===== src/phct_ram.sv =====
module phct_ram #(
    parameter int WIDTH = 8,
    parameter int DEPTH = 16
) (
    input  logic                                       clk,
    input  logic                                       wr_en,
    input  logic [((DEPTH > 1) ? $clog2(DEPTH) : 1)-1:0] wr_addr,
    input  logic [WIDTH-1:0]                           wr_data,
    input  logic                                       rd_en,
    input  logic [((DEPTH > 1) ? $clog2(DEPTH) : 1)-1:0] rd_addr,
    output logic [WIDTH-1:0]                           rd_data
);

    logic [WIDTH-1:0] mem [DEPTH];

    always_ff @(posedge clk)
    begin
        if (wr_en)
        begin
            mem[wr_addr] <= wr_data;
        end
        if (rd_en)
        begin
            rd_data <= mem[rd_addr];
        end
    end

endmodule


===== config.mk =====
export PLATFORM = sky130hd
export DESIGN_NAME = phct_ram
export DESIGN_NICKNAME = d
export VERILOG_FILES = /design/src/phct_ram.sv
export SDC_FILE = /design/constraint.sdc
export NUM_CORES = 1
export LEC_CHECK = 0
export BUFFER_PORTS_ARGS = -buffer_cell sky130_fd_sc_hd__buf_2
export CAP_MARGIN = 25
export CORE_UTILIZATION = 40
export DETAILED_ROUTE_END_ITERATION = 16
export RECOVER_POWER = 100
export SETUP_SLACK_MARGIN = 0.05
export SLEW_MARGIN = 40
export SYNTH_ARGS = -nofsm -noshare
export SYNTH_HDL_FRONTEND = slang
export SYNTH_SLANG_ARGS = --single-unit

===== constraint.sdc =====
create_clock -name clk -period 2 [get_ports clk]
set_clock_uncertainty 0.2 [all_clocks]
set_input_delay 0.1 -clock clk [delete_from_list [all_inputs] [get_ports clk]]
set_output_delay 0.1 -clock clk [all_outputs]
set_load 0.02 [all_outputs]

==> flow_summary.ini <==
[placed_design]
dpl_cell_area_mm2 = 0.005709
io_buffers = 26
place_ws_ns = 0.05340
place_congestion = 0.7153
dpl.hpwl_mm = 6.459
dp_cells = 440

[min_path]
hold_start = rd_addr[3]
hp-class = in2reg
hold_depth = 5
hold-path-endpoint = rd_data[4]

[route]
final_antenna_net_count = 0
wl_per_cell_um = 21.01
drt-initial-drc-count = 191
drcViolationCount = 0
vias = 2504
drt-total-wl_mm = 10.11
dr.pass1.iters = 4
drt-vias-per-instance = 5.206

[cts]
cts_tree = done
clk_latency_ns = 0.41
cts_num_sinks = 136
cts.path.max_buffers = 2
clkSlewWorstSetupHoldPaths_ns = 0.05
cts-root-buf = clkbuf_16
cts_buffers = 17
cts_htree_levels = 4
postCtsSetupBuffers = 0

[sta]
fmax_mhz = 585.6
maxSlewHeadroom_pct = 47.21
setup_violations = 0
slew_viol_final = 0
hold_viol_final = 0
hold_ws_ns = 0.1431
period_needed_ns = 1.708
setup_ws_ns = 0.2925
rsz0062_at_grt = false
tightest_slew_ns = 0.7918
finalSetupTns_ns = 0
timing.final.crit_share_pct = 85.38

[yosys]
postSynthAreaPerCell_um2 = 22.83
synth_area_mm2 = 0.005228
syn_inst = 229
ys_ff_latch = 136
synth_edf_count = 136
synth_fa_ha_area_share_pct = 0
synth_compound_area_share_pct = 2.298
yosysSeqAreaShare_pct = 78.12
muxShareOfSynthArea_pct = 14.79
synthTopCellsByCount = edfxtp_1 (136), mux4_2 (18), a22oi_1 (16), mux4_1 (14), nor2_1 (13)
yosys.area_share.simple_pct = 3.135
yosysMostFrequentCell = edfxtp_1
synth_cell_types = 18
synth_top_family_by_area = multiplexers
syn_nets = 248
ys_warn_count = 0
synth_top_area_cell = edfxtp_1
synth-xor-area-share_pct = 0
synth_async_sr_flop_share_pct = 0
yosys-top-cells-area = edfxtp_1 (78%), mux4_2 (7.8%), mux4_1 (7.0%)
synth.top_cell.area_share_pct = 78.12
ys.flop_type = edfxtp_1

[power]
swShare_pct = 19.09
powerDensity_mw_per_mm2 = 1080
p_int_mw = 5.546
p_comb_share_pct = 4.7
power_frac_seq_pct = 47.2
vdd_drop_max_mv = 0.6764
p_leak_nw = 2.064
switchingPower_mw = 1.308
pwr-share-clk_pct = 48.2

[cells_and_area]
nFillCells = 1038
area_delta_synth_final_pct = 21.42
final_cell_count_no_fill = 481
drive_gt1_share_pct = 19.42
diodes = 0
fin_area_mm2 = 0.006347
final_net_count = 315

[setup_path]
cp.arrival_ns = 1.65
worstSetupStartpoint = mem[8][4]
crit_fanout = 1
setup.worst_path.class = reg2reg
r2r_start = mem[8][4]
crit_required_ns = 1.95
start_kind = register
reg2reg_setup_slack_ns = 0.29
critPathCaptureType = register
r2r_cells = 3
r2r-end = rd_data[4]

[run_status]
status = completed

[floorplan]
die_w_um = 116.3
start_util_pct = 41.26
dieArea_mm2 = 0.01353
rows = 41
die_h_um = 116.3
pin_count = 27
core_mm2 = 0.01267

[global_route]
overflow = 0
grt_max_degree = 33
grt_util_all_layers_pct = 17.30
grt_pass1_vias = 2646
grt_first_pass_wirelength_mm = 15.79
grt_antenna_before_repair = 0

[run]
drv_cap = 0
per-layer routing:
metal | track usage [%] | wire length [um]
met1 | 24.04 | 4850
met2 | 25.92 | 4637
met4 | 7.265 | 163
met5 | 0 | 0
met3 | 4.722 | 453
worst max-delay path: stages (launching register included):
cell	delay [ns]
edfxtp_1	0.36
mux4_1	0.49
a22oi_1	0.31
nand2_1	0.08
final cells by class:
| class | count | area [um^2] | share of cell area [%] |
|---|---|---|---|
| Timing Repair Buffer | 58 | 356.6 | 5.618 |
| Clock inverter | 14 | 205.2 | 3.233 |
| Tap cell | 172 | 215.2 | 3.390 |
| Clock buffer | 18 | 429.2 | 6.761 |
| Sequential cell | 136 | 4084 | 64.34 |
| Multi-Input combinational cell | 83 | 1057 | 16.66 |
registers in the layout (all words and copies together), names as in the netlist:
register and count:
mem 128, rd_data 8
timing repair:
action                                 in CTS  in global routing
hold buffers                                9                  0
endpoints found under the hold margin     136                  0
resized for setup                           0                  0
how the worst max path moves through the flow:
stage,cells after the start,end
floorplan,2,mem[0][0]
global placement,5,rd_data[4]
global route,3,rd_data[4]
detailed placement,5,rd_data[4]
CTS,3,rd_data[4]
finish,3,rd_data[4]
per-stage QoR:
stage / util [%] / power, mW
after floorplan: - / 3.463
after global placement: 45.06 / 3.607
after detailed placement: 45.06 / 3.616
after CTS: 50.78 / 6.915
after global routing: 50.09 / 7.050
final: 50.09 / 6.854
kinds of logic after synthesis:
| logic type | after synthesis |
|---|---|
| AOI/OAI and AO/OA | 16 |
| buffers and inverters | 10 |
| DFF | 136 |
| muxes | 32 |
| and+or+nand+nor | 35 |
power groups by stage:
| stage | sequential (mW) | clock (mW) | combinational [mW] |
|---|---|---|---|
| after floorplan | 3.30 | 0 | 0.162 |
| after global placement | 3.29 | 0 | 0.319 |
| after detailed placement | 3.29 | 0 | 0.326 |
| after CTS | 3.23 | 3.34 | 0.340 |
| after global routing | 3.24 | 3.46 | 0.352 |
| final | 3.23 | 3.30 | 0.319 |
cells in the final DEF, fill, tap and decap left out:
cell,Yosys,final
bufinv_16,0,5
nor2b_1,1,1
and2_1,1,1
buf_12,0,4
nor3_1,4,4
clkbuf_1,0,38
and2b_1,1,1
clkinv_4,0,2
clkinv_1,0,2
edfxtp_1,136,136
buf_2,3,5
nor2_1,13,13
clkbuf_16,0,17
clkinvlp_4,0,2
mux4_1,14,14
mux4_2,18,18
clkinv_2,0,3
nand2_1,9,9
dlygate4sd3_1,0,9
buf_4,1,3
or3b_2,1,1
nand3b_1,2,2
a22oi_1,16,16
nand2b_1,2,2
nand3_1,1,1
Power figures use the tool's default switching activity.
